### config.mk
export PLATFORM = sky130hd
export DESIGN_NAME = clutch_position_to_duty
export DESIGN_NICKNAME = d
export VERILOG_FILES = /design/src/hdl/cpd_pkg.sv /design/src/hdl/cpd_ram.sv /design/src/hdl/cpd_ctrl.sv /design/src/hdl/cpd_dpath.sv /design/src/hdl/clutch_position_to_duty.sv
export SDC_FILE = /design/constraint.sdc
export NUM_CORES = 1
export LEC_CHECK = 0
export ABC_CLOCK_PERIOD_IN_PS = 10700
export BUFFER_PORTS_ARGS = -buffer_cell sky130_fd_sc_hd__buf_2
export CAP_MARGIN = 20
export CORE_MARGIN = 2
export CORE_UTILIZATION = 40
export CTS_CLUSTER_DIAMETER = 30
export CTS_CLUSTER_SIZE = 24
export DETAILED_ROUTE_END_ITERATION = 16
export GPL_TIMING_DRIVEN = 1
export PLACE_DENSITY_LB_ADDON = 0.1
export SYNTH_ARGS = -nofsm -noshare
export SYNTH_HDL_FRONTEND = slang
export SYNTH_SLANG_ARGS = --single-unit
### constraint.sdc
create_clock -name clk_i -period 10.7 [get_ports clk_i]
set_input_delay 1.605 -clock clk_i [delete_from_list [all_inputs] [get_ports clk_i]]
set_output_delay 1.605 -clock clk_i [all_outputs]
set_load 0.02 [all_outputs]
### src/hdl/cpd_pkg.sv
// shared types and constants for the clutch position to duty block
`timescale 1ns / 1ps

package cpd_pkg;

  localparam int POS_W      = 10;
  localparam int DUTY_W     = 16;
  localparam int REGION_W   = 2;
  localparam int CFG_IDX_W  = 3;
  localparam int CFG_DATA_W = 16;
  localparam int FULL_SCALE = 1024;

  // duty region codes
  localparam logic [REGION_W-1:0] REGION_CLOSED = 2'd0;
  localparam logic [REGION_W-1:0] REGION_OPEN   = 2'd1;
  localparam logic [REGION_W-1:0] REGION_INTERP = 2'd2;

  // configuration register indexes
  localparam logic [CFG_IDX_W-1:0] CFG_BIAS_MID    = 3'd0;
  localparam logic [CFG_IDX_W-1:0] CFG_POS_CLOSED  = 3'd1;
  localparam logic [CFG_IDX_W-1:0] CFG_POS_OPEN    = 3'd2;
  localparam logic [CFG_IDX_W-1:0] CFG_DUTY_CLOSED = 3'd3;
  localparam logic [CFG_IDX_W-1:0] CFG_DUTY_OPEN   = 3'd4;

  // configuration reset values
  localparam logic [POS_W-1:0]  RST_BIAS_MID    = 10'd512;
  localparam logic [POS_W-1:0]  RST_POS_CLOSED  = 10'd650;
  localparam logic [POS_W-1:0]  RST_POS_OPEN    = 10'd900;
  localparam logic [DUTY_W-1:0] RST_DUTY_CLOSED = 16'd3000;
  localparam logic [DUTY_W-1:0] RST_DUTY_OPEN   = 16'd13000;

  // commands from the controller to the datapath
  typedef struct packed {
    logic accept;
    logic sum_upd;
    logic fold;
    logic cmp;
    logic mul;
    logic div_step;
    logic load_out;
  } cmd_t;

  // status from the datapath to the controller
  typedef struct packed {
    logic interp;
  } sts_t;

endpackage

### src/hdl/cpd_ram.sv
// generic single write port ram with registered read
`timescale 1ns / 1ps

module cpd_ram #(
  parameter int WIDTH = 10,
  parameter int DEPTH = 10,
  localparam int ADDR_W = (DEPTH > 1) ? $clog2(DEPTH) : 1
) (
  input  logic              clk_i,
  input  logic              we_i,
  input  logic [ADDR_W-1:0] waddr_i,
  input  logic [WIDTH-1:0]  wdata_i,
  input  logic              re_i,
  input  logic [ADDR_W-1:0] raddr_i,
  output logic [WIDTH-1:0]  rdata_o
);

  logic [WIDTH-1:0] mem_q [DEPTH];
  logic [WIDTH-1:0] rdata_q;

  always_ff @(posedge clk_i) begin
    if (we_i) begin
      mem_q[waddr_i] <= wdata_i;
    end
    if (re_i) begin
      rdata_q <= mem_q[raddr_i];
    end
  end

  assign rdata_o = rdata_q;

endmodule

### src/hdl/cpd_ctrl.sv
// controller state machine for the clutch position to duty block
`timescale 1ns / 1ps

module cpd_ctrl (
  input  logic          clk_i,
  input  logic          rst_ni,
  input  logic          in_valid_i,
  output logic          in_stall_o,
  input  logic          out_stall_i,
  output logic          out_valid_o,
  input  cpd_pkg::sts_t sts_i,
  output cpd_pkg::cmd_t cmd_o
);

  import cpd_pkg::*;

  localparam int CNT_W = $clog2(DUTY_W);
  localparam logic [CNT_W-1:0] CNT_LAST = CNT_W'(DUTY_W - 1);

  localparam logic [2:0] S_IDLE = 3'd0;
  localparam logic [2:0] S_SUM  = 3'd1;
  localparam logic [2:0] S_FOLD = 3'd2;
  localparam logic [2:0] S_CMP  = 3'd3;
  localparam logic [2:0] S_MUL  = 3'd4;
  localparam logic [2:0] S_DIV  = 3'd5;
  localparam logic [2:0] S_OUT  = 3'd6;

  logic [2:0]       state_q, state_d;
  logic [CNT_W-1:0] cnt_q, cnt_d;
  logic             out_valid_q, out_valid_d;
  logic             out_free;

  // output register can take a new word when empty or being drained
  assign out_free = !out_valid_q || !out_stall_i;

  always_comb begin
    state_d     = state_q;
    cnt_d       = cnt_q;
    out_valid_d = out_valid_q && out_stall_i;
    cmd_o       = '0;
    unique case (state_q)
      S_IDLE: begin
        if (in_valid_i) begin
          cmd_o.accept = 1'b1;
          state_d      = S_SUM;
        end
      end
      S_SUM: begin
        cmd_o.sum_upd = 1'b1;
        state_d       = S_FOLD;
      end
      S_FOLD: begin
        cmd_o.fold = 1'b1;
        state_d    = S_CMP;
      end
      S_CMP: begin
        cmd_o.cmp = 1'b1;
        state_d   = sts_i.interp ? S_MUL : S_OUT;
      end
      S_MUL: begin
        cmd_o.mul = 1'b1;
        cnt_d     = '0;
        state_d   = S_DIV;
      end
      S_DIV: begin
        cmd_o.div_step = 1'b1;
        cnt_d          = cnt_q + 1'b1;
        if (cnt_q == CNT_LAST) begin
          state_d = S_OUT;
        end
      end
      S_OUT: begin
        if (out_free) begin
          cmd_o.load_out = 1'b1;
          out_valid_d    = 1'b1;
          state_d        = S_IDLE;
        end
      end
      default: begin
        state_d = S_IDLE;
      end
    endcase
  end

  always_ff @(posedge clk_i or negedge rst_ni) begin
    if (!rst_ni) begin
      state_q     <= S_IDLE;
      cnt_q       <= '0;
      out_valid_q <= 1'b0;
    end else begin
      state_q     <= state_d;
      cnt_q       <= cnt_d;
      out_valid_q <= out_valid_d;
    end
  end

  assign in_stall_o  = (state_q != S_IDLE);
  assign out_valid_o = out_valid_q;

endmodule

### src/hdl/cpd_dpath.sv
// datapath: sample ring, running sum, fold, compare and interpolation divider
`timescale 1ns / 1ps

module cpd_dpath #(
  parameter int AVG_COUNT = 10
) (
  input  logic                           clk_i,
  input  logic                           rst_ni,
  input  cpd_pkg::cmd_t                  cmd_i,
  output cpd_pkg::sts_t                  sts_o,
  input  logic [cpd_pkg::POS_W-1:0]      clutch_position_i,
  input  logic                           cfg_we_i,
  input  logic [cpd_pkg::CFG_IDX_W-1:0]  cfg_index_i,
  input  logic [cpd_pkg::CFG_DATA_W-1:0] cfg_data_i,
  output logic [cpd_pkg::DUTY_W-1:0]     duty_cycle_o,
  output logic [cpd_pkg::REGION_W-1:0]   duty_region_o
);

  import cpd_pkg::*;

  localparam int SLOT_W = (AVG_COUNT > 1) ? $clog2(AVG_COUNT) : 1;
  localparam int SUM_W  = $clog2(1023 * AVG_COUNT + 1);
  localparam int F_W    = $clog2(FULL_SCALE * AVG_COUNT + 1);
  localparam int SPAN_W = SUM_W;
  localparam int P_W    = SPAN_W + DUTY_W;

  localparam logic [SLOT_W-1:0] SLOT_LAST = SLOT_W'(AVG_COUNT - 1);
  localparam logic [F_W-1:0]    N_F       = F_W'(AVG_COUNT);
  localparam logic [F_W-1:0]    FULL_N    = F_W'(FULL_SCALE * AVG_COUNT);
  localparam logic [SPAN_W-1:0] N_S       = SPAN_W'(AVG_COUNT);

  // configuration registers
  logic [POS_W-1:0]  bias_mid_q, pos_closed_q, pos_open_q;
  logic [DUTY_W-1:0] duty_closed_q, duty_open_q;

  always_ff @(posedge clk_i or negedge rst_ni) begin
    if (!rst_ni) begin
      bias_mid_q    <= RST_BIAS_MID;
      pos_closed_q  <= RST_POS_CLOSED;
      pos_open_q    <= RST_POS_OPEN;
      duty_closed_q <= RST_DUTY_CLOSED;
      duty_open_q   <= RST_DUTY_OPEN;
    end else if (cfg_we_i) begin
      unique case (cfg_index_i)
        CFG_BIAS_MID:    bias_mid_q    <= cfg_data_i[POS_W-1:0];
        CFG_POS_CLOSED:  pos_closed_q  <= cfg_data_i[POS_W-1:0];
        CFG_POS_OPEN:    pos_open_q    <= cfg_data_i[POS_W-1:0];
        CFG_DUTY_CLOSED: duty_closed_q <= cfg_data_i;
        CFG_DUTY_OPEN:   duty_open_q   <= cfg_data_i;
        default: ;
      endcase
    end
  end

  // sample ring, slot pointer and running sum
  logic [POS_W-1:0]     sample_q;
  logic [SLOT_W-1:0]    slot_q;
  logic [AVG_COUNT-1:0] ring_vld_q;
  logic [SUM_W-1:0]     sum_q;
  logic [POS_W-1:0]     ring_rdata;
  logic [POS_W-1:0]     old_sample;

  cpd_ram #(
    .WIDTH (POS_W),
    .DEPTH (AVG_COUNT)
  ) u_ring (
    .clk_i   (clk_i),
    .we_i    (cmd_i.sum_upd),
    .waddr_i (slot_q),
    .wdata_i (sample_q),
    .re_i    (cmd_i.accept),
    .raddr_i (slot_q),
    .rdata_o (ring_rdata)
  );

  // slots never written read as zero through their valid bits
  assign old_sample = ring_vld_q[slot_q] ? ring_rdata : '0;

  always_ff @(posedge clk_i or negedge rst_ni) begin
    if (!rst_ni) begin
      slot_q     <= '0;
      ring_vld_q <= '0;
      sum_q      <= '0;
    end else if (cmd_i.sum_upd) begin
      sum_q              <= sum_q - SUM_W'(old_sample) + SUM_W'(sample_q);
      ring_vld_q[slot_q] <= 1'b1;
      slot_q             <= (slot_q == SLOT_LAST) ? '0 : slot_q + 1'b1;
    end
  end

  always_ff @(posedge clk_i) begin
    if (cmd_i.accept) begin
      sample_q <= clutch_position_i;
    end
  end

  // fold about full scale and scale the thresholds by the ring depth
  logic [F_W-1:0]    fold_q, pcn_q, pon_q;
  logic [F_W-1:0]    sum_f;
  logic [SPAN_W-1:0] span_q;
  logic              span_zero_q;

  assign sum_f = F_W'(sum_q);

  always_ff @(posedge clk_i) begin
    if (cmd_i.fold) begin
      fold_q      <= (sum_f < F_W'(bias_mid_q) * N_F) ? FULL_N - sum_f : sum_f;
      pcn_q       <= F_W'(pos_closed_q) * N_F;
      pon_q       <= F_W'(pos_open_q) * N_F;
      span_q      <= SPAN_W'(pos_open_q - pos_closed_q) * N_S;
      span_zero_q <= (pos_open_q == pos_closed_q);
    end
  end

  // region decision, closed threshold first
  logic [REGION_W-1:0] region_d, region_q;
  logic [SPAN_W-1:0]   x_q;
  logic                desc_q;

  always_comb begin
    priority if (fold_q < pcn_q) begin
      region_d = REGION_CLOSED;
    end else if (fold_q > pon_q) begin
      region_d = REGION_OPEN;
    end else begin
      region_d = REGION_INTERP;
    end
  end

  assign sts_o.interp = (region_d == REGION_INTERP);

  always_ff @(posedge clk_i) begin
    if (cmd_i.cmp) begin
      region_q <= region_d;
      x_q      <= SPAN_W'(fold_q - pcn_q);
      desc_q   <= (duty_open_q < duty_closed_q);
    end
  end

  // product then restoring division, one quotient bit per cycle
  logic [DUTY_W-1:0] dduty;
  logic [P_W-1:0]    prod;
  logic [SPAN_W-1:0] rem_q;
  logic [DUTY_W-1:0] quo_q;
  logic [SPAN_W:0]   trial;
  logic              ge;

  assign dduty = desc_q ? duty_closed_q - duty_open_q : duty_open_q - duty_closed_q;
  assign prod  = P_W'(x_q) * P_W'(dduty);
  assign trial = {rem_q, quo_q[DUTY_W-1]};
  assign ge    = (trial >= {1'b0, span_q});

  always_ff @(posedge clk_i) begin
    if (cmd_i.mul) begin
      rem_q <= prod[P_W-1:DUTY_W];
      quo_q <= prod[DUTY_W-1:0];
    end else if (cmd_i.div_step) begin
      rem_q <= ge ? SPAN_W'(trial - {1'b0, span_q}) : trial[SPAN_W-1:0];
      quo_q <= {quo_q[DUTY_W-2:0], ge};
    end
  end

  // final duty and output register
  logic [DUTY_W:0]   quo_up;
  logic [DUTY_W-1:0] duty_d, duty_q;
  logic [REGION_W-1:0] out_region_q;

  assign quo_up = {1'b0, quo_q} + {{DUTY_W{1'b0}}, (rem_q != '0)};

  always_comb begin
    unique case (region_q)
      REGION_CLOSED: duty_d = duty_closed_q;
      REGION_OPEN:   duty_d = duty_open_q;
      default: begin
        priority if (span_zero_q) begin
          duty_d = duty_closed_q;
        end else if (desc_q) begin
          duty_d = duty_closed_q - quo_up[DUTY_W-1:0];
        end else begin
          duty_d = duty_closed_q + quo_q;
        end
      end
    endcase
  end

  always_ff @(posedge clk_i) begin
    if (cmd_i.load_out) begin
      duty_q       <= duty_d;
      out_region_q <= region_q;
    end
  end

  assign duty_cycle_o  = duty_q;
  assign duty_region_o = out_region_q;

endmodule

### src/hdl/clutch_position_to_duty.sv
// top level: clutch sensor moving average mapped to an actuator duty
`timescale 1ns / 1ps
//
//  channel   handshake                  payload
//  -------   -------------------------  ----------------------------------
//  in        in_valid_i / in_stall_o    clutch_position_i
//  out       out_valid_o / out_stall_i  duty_cycle_o, duty_region_o
//  cfg       cfg_we_i                   cfg_index_i, cfg_data_i
//
//  a word runs accept, sum update, fold and compare before the output load; an
//  interpolated word also runs multiply and the 16 step restoring divider
//  reset clears sample ring (per slot valid bits), pointer, sum; presets config
//  a finished word waits in the output register under out_stall_i while the
//  next input word is taken and processed; loading stalls only if it is full
//

module clutch_position_to_duty #(
  parameter int AVG_COUNT = 10
) (
  input  logic                           clk_i,
  input  logic                           rst_ni,
  input  logic                           in_valid_i,
  output logic                           in_stall_o,
  input  logic [cpd_pkg::POS_W-1:0]      clutch_position_i,
  output logic                           out_valid_o,
  input  logic                           out_stall_i,
  output logic [cpd_pkg::DUTY_W-1:0]     duty_cycle_o,
  output logic [cpd_pkg::REGION_W-1:0]   duty_region_o,
  input  logic                           cfg_we_i,
  input  logic [cpd_pkg::CFG_IDX_W-1:0]  cfg_index_i,
  input  logic [cpd_pkg::CFG_DATA_W-1:0] cfg_data_i
);

  import cpd_pkg::*;

  // command and status between sequencer and datapath
  cmd_t cmd;
  sts_t sts;

  // sequencer: accept, sum update, fold, compare, multiply, divide, output
  cpd_ctrl u_ctrl (
    .clk_i       (clk_i),
    .rst_ni      (rst_ni),
    .in_valid_i  (in_valid_i),
    .in_stall_o  (in_stall_o),
    .out_stall_i (out_stall_i),
    .out_valid_o (out_valid_o),
    .sts_i       (sts),
    .cmd_o       (cmd)
  );

  // ring, running sum, thresholds, divider and output register
  cpd_dpath #(
    .AVG_COUNT (AVG_COUNT)
  ) u_dpath (
    .clk_i             (clk_i),
    .rst_ni            (rst_ni),
    .cmd_i             (cmd),
    .sts_o             (sts),
    .clutch_position_i (clutch_position_i),
    .cfg_we_i          (cfg_we_i),
    .cfg_index_i       (cfg_index_i),
    .cfg_data_i        (cfg_data_i),
    .duty_cycle_o      (duty_cycle_o),
    .duty_region_o     (duty_region_o)
  );

endmodule

==> impl_metrics.toml, run 1 <==
[worst_setup_path]
path_max_fanout = 14
r2r-end = "u_dpath.rem_q[11]"
cp.required_ns = 11.04
reg2reg_depth = 29
cp-start-kind = "register"
cpMostUsedCell = "fa_1"
cp-end-kind = "register"
rrSetupSlack_ns = 2.20
worst_ep_arrival_time_ns = 8.84
critical_path_class = "reg2reg"
critPathSlowestCell = "xnor2_2"
crit_family = "adder cells"
crit_buf_inv = 5
r2r-start = "u_dpath.duty_closed_q[1]"
critPathMaxStageDelay_ns = 0.86
crit_cells = 29

[placed_design]
dp.cells = 3687
place_ws_ns = 2.23
port_buffers = 53
dp_hpwl_mm = 53.9
gp_congestion = 0.883

[sta]
slew_viol_final = 0
tightest_slew_ns = 1.10
min_period_over_period_pct = 79.5
tns_ns = 0
finalWorstSetupSlack_ns = 2.20
rsz0062_at_grt = "no"
setup_viol = 0
period_needed_ns = 8.50
hold_viol = 0
fmax_mhz = 118
slew_headroom_pct = 26.4
finClkSkew_ns = 0.0746

[grt]
grt-ovfl-total = 0
grt_pass1_wl_mm = 116
grt_pass1_vias = 21500
grtUsageTotal_pct = 20.1
grt_max_degree = 63
antenna_found_initial = 0

[floorplanning]
rows = 97
die_area_mm2 = 0.0729
fp.dieW_um = 270
start_util_pct = 40.4
core_mm2 = 0.0700
die_h_um = 270
io-pin-count = 54

[clocking]
post_cts_buffers = 0
cts_sinks = 337
clk_pin_slew_ns = 0.04
cts_buffers = 92
cts_hold_buffers = 0
cts_tree = "yes"
clk_path_buf_depth = 3
root_buffer = "clkbuf_16"
cts_resized = 0
h-tree-depth = 3
clkLatencyLatePin_ns = 0.67

[logic_synthesis]
synth_cells = 2748
synthTopCellsByCount = "inv_1 (370), ha_1 (314), nand2_1 (267)"
synth_edf_count = 239
synth_most_common_cell = "inv_1"
synth_flop_cell = "edfxtp_1"
synth_top_area_cell = "edfxtp_1"
syn-num-nets = 3283
syn-cell-area_mm2 = 0.0283
synth-seq-area-share_pct = 34.1
synth_cell_types = 82
yosysWarningCount = 0
async_reset_ff_share_pct = 29.1
synth.avg_cell_area_um2 = 10.3
ys_ff_latch = 337
yosys.area.top_type_share_pct = 25.4
yosys-top-cells-area = "edfxtp_1 (25%), ha_1 (14%), fa_1 (13%)"

[drt]
wl_per_cell_um = 18.5
firstDrtPassIters = 6
drc = 0
viasPerCell = 5.21
drt_iter0_drc = 1005
postRouteAntennaNets = 0
dr_total_vias = 20100
drt_wl_total_mm = 71.6

[finish]
layout-drive-gt1-share_pct = 12.4
post_layout_nonfiller_instances = 3864
n_antenna_cell = 0
area_delta_synth_final_pct = 16.2
final_nets = 3380

[hold_path]
hold_end = "u_dpath.ring_vld_q[9]"
hp-start = "u_dpath.ring_vld_q[9]"
hold_depth = 1
min_path_type = "reg2reg"

[job]
drv_cap = 0

[run_status]
status = "completed"
[worst max-delay path by stage]
stage / start / slack [ns] / to
floorplan: u_dpath.duty_closed_q[1] / 3.14 / u_dpath.rem_q[13]
global placement: u_dpath.duty_closed_q[1] / 1.85 / u_dpath.rem_q[13]
detailed placement: u_dpath.duty_closed_q[1] / 2.23 / u_dpath.rem_q[13]
CTS: u_dpath.duty_closed_q[1] / 2.16 / u_dpath.rem_q[13]
global route: u_dpath.duty_open_q[0] / 1.69 / u_dpath.rem_q[13]
finish: u_dpath.duty_closed_q[1] / 2.20 / u_dpath.rem_q[11]
[cell type report]
cell class	instances	area, um^2
tap	940	1180
inverter	370	1390
multi-input combinational	1951	17000
sequential	337	9660
clock buffer	124	2480
timing repair buffer	93	599
fill	6579	37100
clock inverter	49	616
[registers in the layout, summed over array words and instances (netlist names), 13 cells and up]
register / count
u_dpath.duty_closed_q: 16
u_dpath.duty_cycle_o: 16
u_dpath.duty_open_q: 16
u_dpath.fold_q: 14
u_dpath.pcn_q: 13
u_dpath.pon_q: 13
u_dpath.quo_q: 16
u_dpath.rem_q: 14
u_dpath.span_q: 13
u_dpath.sum_f: 14
u_dpath.u_ring.mem_q: 100
u_dpath.x_q: 14
[worst reg2reg max path: cells and delay by family (launching register included)]
| kind | cells | cell delay (ns) |
|---|---|---|
| AND/OR/NAND/NOR | 5 | 0.93 |
| XOR/XNOR | 2 | 1.05 |
| AO/OA/AOI/OAI | 9 | 1.80 |
| flip-flops | 1 | 0.54 |
| buffers and inverters | 5 | 0.46 |
| adder cells (fa/ha/maj) | 8 | 3.44 |
[through the flow]
stage | hold slack, ns | utilization [%] | area [um^2]
floorplan | 0.424 | - | 28300
global placement | 0.447 | 42.4 | 29700
detailed placement | 0.455 | 42.4 | 29700
CTS | 0.467 | 46.9 | 32800
global route | 0.482 | 47.0 | 32900
finish | 0.464 | 47.0 | 32900
[layout by cell type, fill, tap and decap left out, drive strengths merged, types with 43 or more instances in the layout]
cell type  netlist  layout
a21o            64      64
a21oi          167     167
and2           125     125
buf             21      93
clkbuf          69     124
dfrtp           76      76
edfxtp         239     239
fa             187     187
ha             314     314
inv            370     370
nand2          267     267
nor2            91      91
nor2b           43      43
o21ai          134     134
xnor2          102     102
xor2            46      46
[layer usage]
layer | track usage [%] | part of all wire [%]
met1 | 25.9 | 44
met2 | 34.8 | 49
met3 | 3.40 | 4.2
met4 | 5.54 | 2.1
met5 | 0 | 0
[logic make-up (layout without fill, tap and decap cells)]
kind of cell	count (synthesis)	in the layout	share of synthesized area, %
multiplexers	87	87	4.22
buffers and inverters	460	636	6.24
flip-flops	337	337	34.1
XOR/XNOR	148	148	4.61
AO/OA/AOI/OAI	528	528	11.7
adder cells (fa/ha/maj)	501	501	27.1
AND/OR/NAND/NOR	687	687	11.9
Power of run 1 is not shown: default switching activity piles up to over one toggle a cycle in this logic, so the estimate is an artifact.
==> run 2, diff against run 1 <==
Settings changed: ABC_CLOCK_PERIOD_IN_PS 10700 to 7900.
Clock period 10.7 ns to 7.9 ns, I/O delays scaled along.
==> run 2 against run 1 <==
Routed wire length up 1.5%. Largest cell class unchanged. Register-to-register slack worse by 2.0 ns. Cell count up 3.0%. Final area up 4.3%. Core utilization up 2.0 points. Setup slack worse by 2.0 ns. Maximum frequency up 10%. First-iteration DRC count up 6.6%. Critical path depth up 4.
==> impl_metrics.toml, run 2 (same netlist as run 1, synthesis figures left out) <==
[run_status]
status = "completed"

[worst_setup_path]
reg2reg_depth = 33
critPathSlowestCell = "fa_2"
critPathMaxStageDelay_ns = 0.59
r2r-start = "u_dpath.duty_open_q[0]"
worst_ep_arrival_time_ns = 8.09
cp-end-kind = "register"
cp.required_ns = 8.28
critical_path_class = "reg2reg"
rrSetupSlack_ns = 0.19
cpMostUsedCell = "fa_1"
cp-start-kind = "register"
r2r-end = "u_dpath.rem_q[13]"
path_max_fanout = 5

[hold_path]
hold_end = "u_dpath.ring_vld_q[2]"
hp-start = "u_dpath.ring_vld_q[2]"
hold_depth = 1
min_path_type = "reg2reg"

[finish]
num-fill-cells = 6570
seqCellArea_mm2 = 0.00966
area_delta_synth_final_pct = 21.3
mostFrequentLayoutCell = "inv_1"
multiInputGateArea_mm2 = 0.0174
design_area_mm2 = 0.0343
final_cell_mix = "inv_1 (357), ha_1 (302), nand2_1 (263)"
regMostFlops = "u_dpath.u_ring.mem_q"
final_nets = 3492
largest_register_ffs = 100
layout-drive-gt1-share_pct = 18.7
postLayoutCoreUtil_pct = 49.0

[clocking]
cts_tree = "yes"
root_buffer = "clkbuf_16"
cts_hold_buffers = 0
clk_path_buf_depth = 3
clk_pin_slew_ns = 0.04
cts_buffers = 92
h-tree-depth = 3
cts_sinks = 337
clkLatencyLatePin_ns = 0.68

[placed_design]
place_area_mm2 = 0.0304
port_buffers = 53
gp_congestion = 0.910
dp_hpwl_mm = 55.1

[drt]
drt_iter0_drc = 1071
dr_total_vias = 20500
wl_per_cell_um = 18.3
drc = 0
firstDrtPassIters = 5
viasPerCell = 5.14
drt_wl_total_mm = 72.6
postRouteAntennaNets = 0

[grt]
grt_max_degree = 63
grt_pass1_vias = 22100
grt-ovfl-total = 0
grt_pass1_wl_mm = 118
grtUsageTotal_pct = 20.3
antenna_found_initial = 2

[sta]
hold_viol = 0
tightest_slew_ns = 0.931
slew_headroom_pct = 37.7
min_period_over_period_pct = 97.6
setup_viol = 0
rsz0062_at_grt = "yes"
finClkSkew_ns = 0.0803
period_needed_ns = 7.71
fmax_mhz = 130
slew_viol_final = 0

[floorplanning]
start_util_pct = 40.4
die_h_um = 270
die_area_mm2 = 0.0729
core_mm2 = 0.0700
fp.dieW_um = 270
io-pin-count = 54
rows = 97

[job]
drv_cap = 0
[run 2: how the worst max path moves through the flow]
stage | from | to | depth (start not counted)
2_1_floorplan | u_dpath.duty_closed_q[1] | u_dpath.rem_q[13] | 31
4_1_cts | u_dpath.duty_closed_q[0] | u_dpath.rem_q[12] | 36
3_5_place_dp | u_dpath.duty_closed_q[0] | u_dpath.rem_q[9] | 32
3_3_place_gp | u_dpath.duty_closed_q[0] | u_dpath.rem_q[9] | 32
6_report | u_dpath.duty_open_q[0] | u_dpath.rem_q[13] | 33
5_1_grt | u_dpath.duty_open_q[0] | u_dpath.rem_q[11] | 33
[run 2: layout make-up]
class	count	share of cell area, %
timing repair buffer	205	4.53
inverter	370	4.05
clock inverter	64	2.05
sequential	337	28.2
tap	940	3.43
antenna	1	0.00729
multi-input combinational	1951	50.6
clock buffer	110	7.14
[run 2: per-stage QoR]
stage	hold slack [ns]	cells	setup slack [ns]	TNS [ns]
finish	0.461	3978	0.188	0
global route	0.469	3977	-0.127	-1.02
CTS	0.461	3953	0.00575	0
detailed placement	0.449	3776	-0.279	-1.56
global placement	0.446	3776	-0.185	-0.555
floorplan	0.424	2748	0.340	0
[run 2: routing by layer]
layer	global-route usage [%]	vias to the layer above	wire (um)
li1	-	9847	-
met1	25.4	10100	31500
met2	35.8	366	36400
met3	3.32	115	2930
met4	6.08	0	1790
met5	0	-	0
[run 2: repair_timing]
item                                   4_1_cts  5_1_grt
endpoints found under the hold margin        0        0
pin swaps                                   20      102
gates resized for setup                     21      107
setup endpoints to repair                   11       15
buffers inserted                             3       21
[run 2: critical path: cells and delay by family, from the launching register on]
family          cells  cell delay, ns
xor+xnor            2            0.20
compound gates     10            1.65
flops               1            0.41
fa+ha+maj           9            3.87
buf+inv             7            0.79
simple gates        5            0.52
Power of run 2 is left out for the same reason.
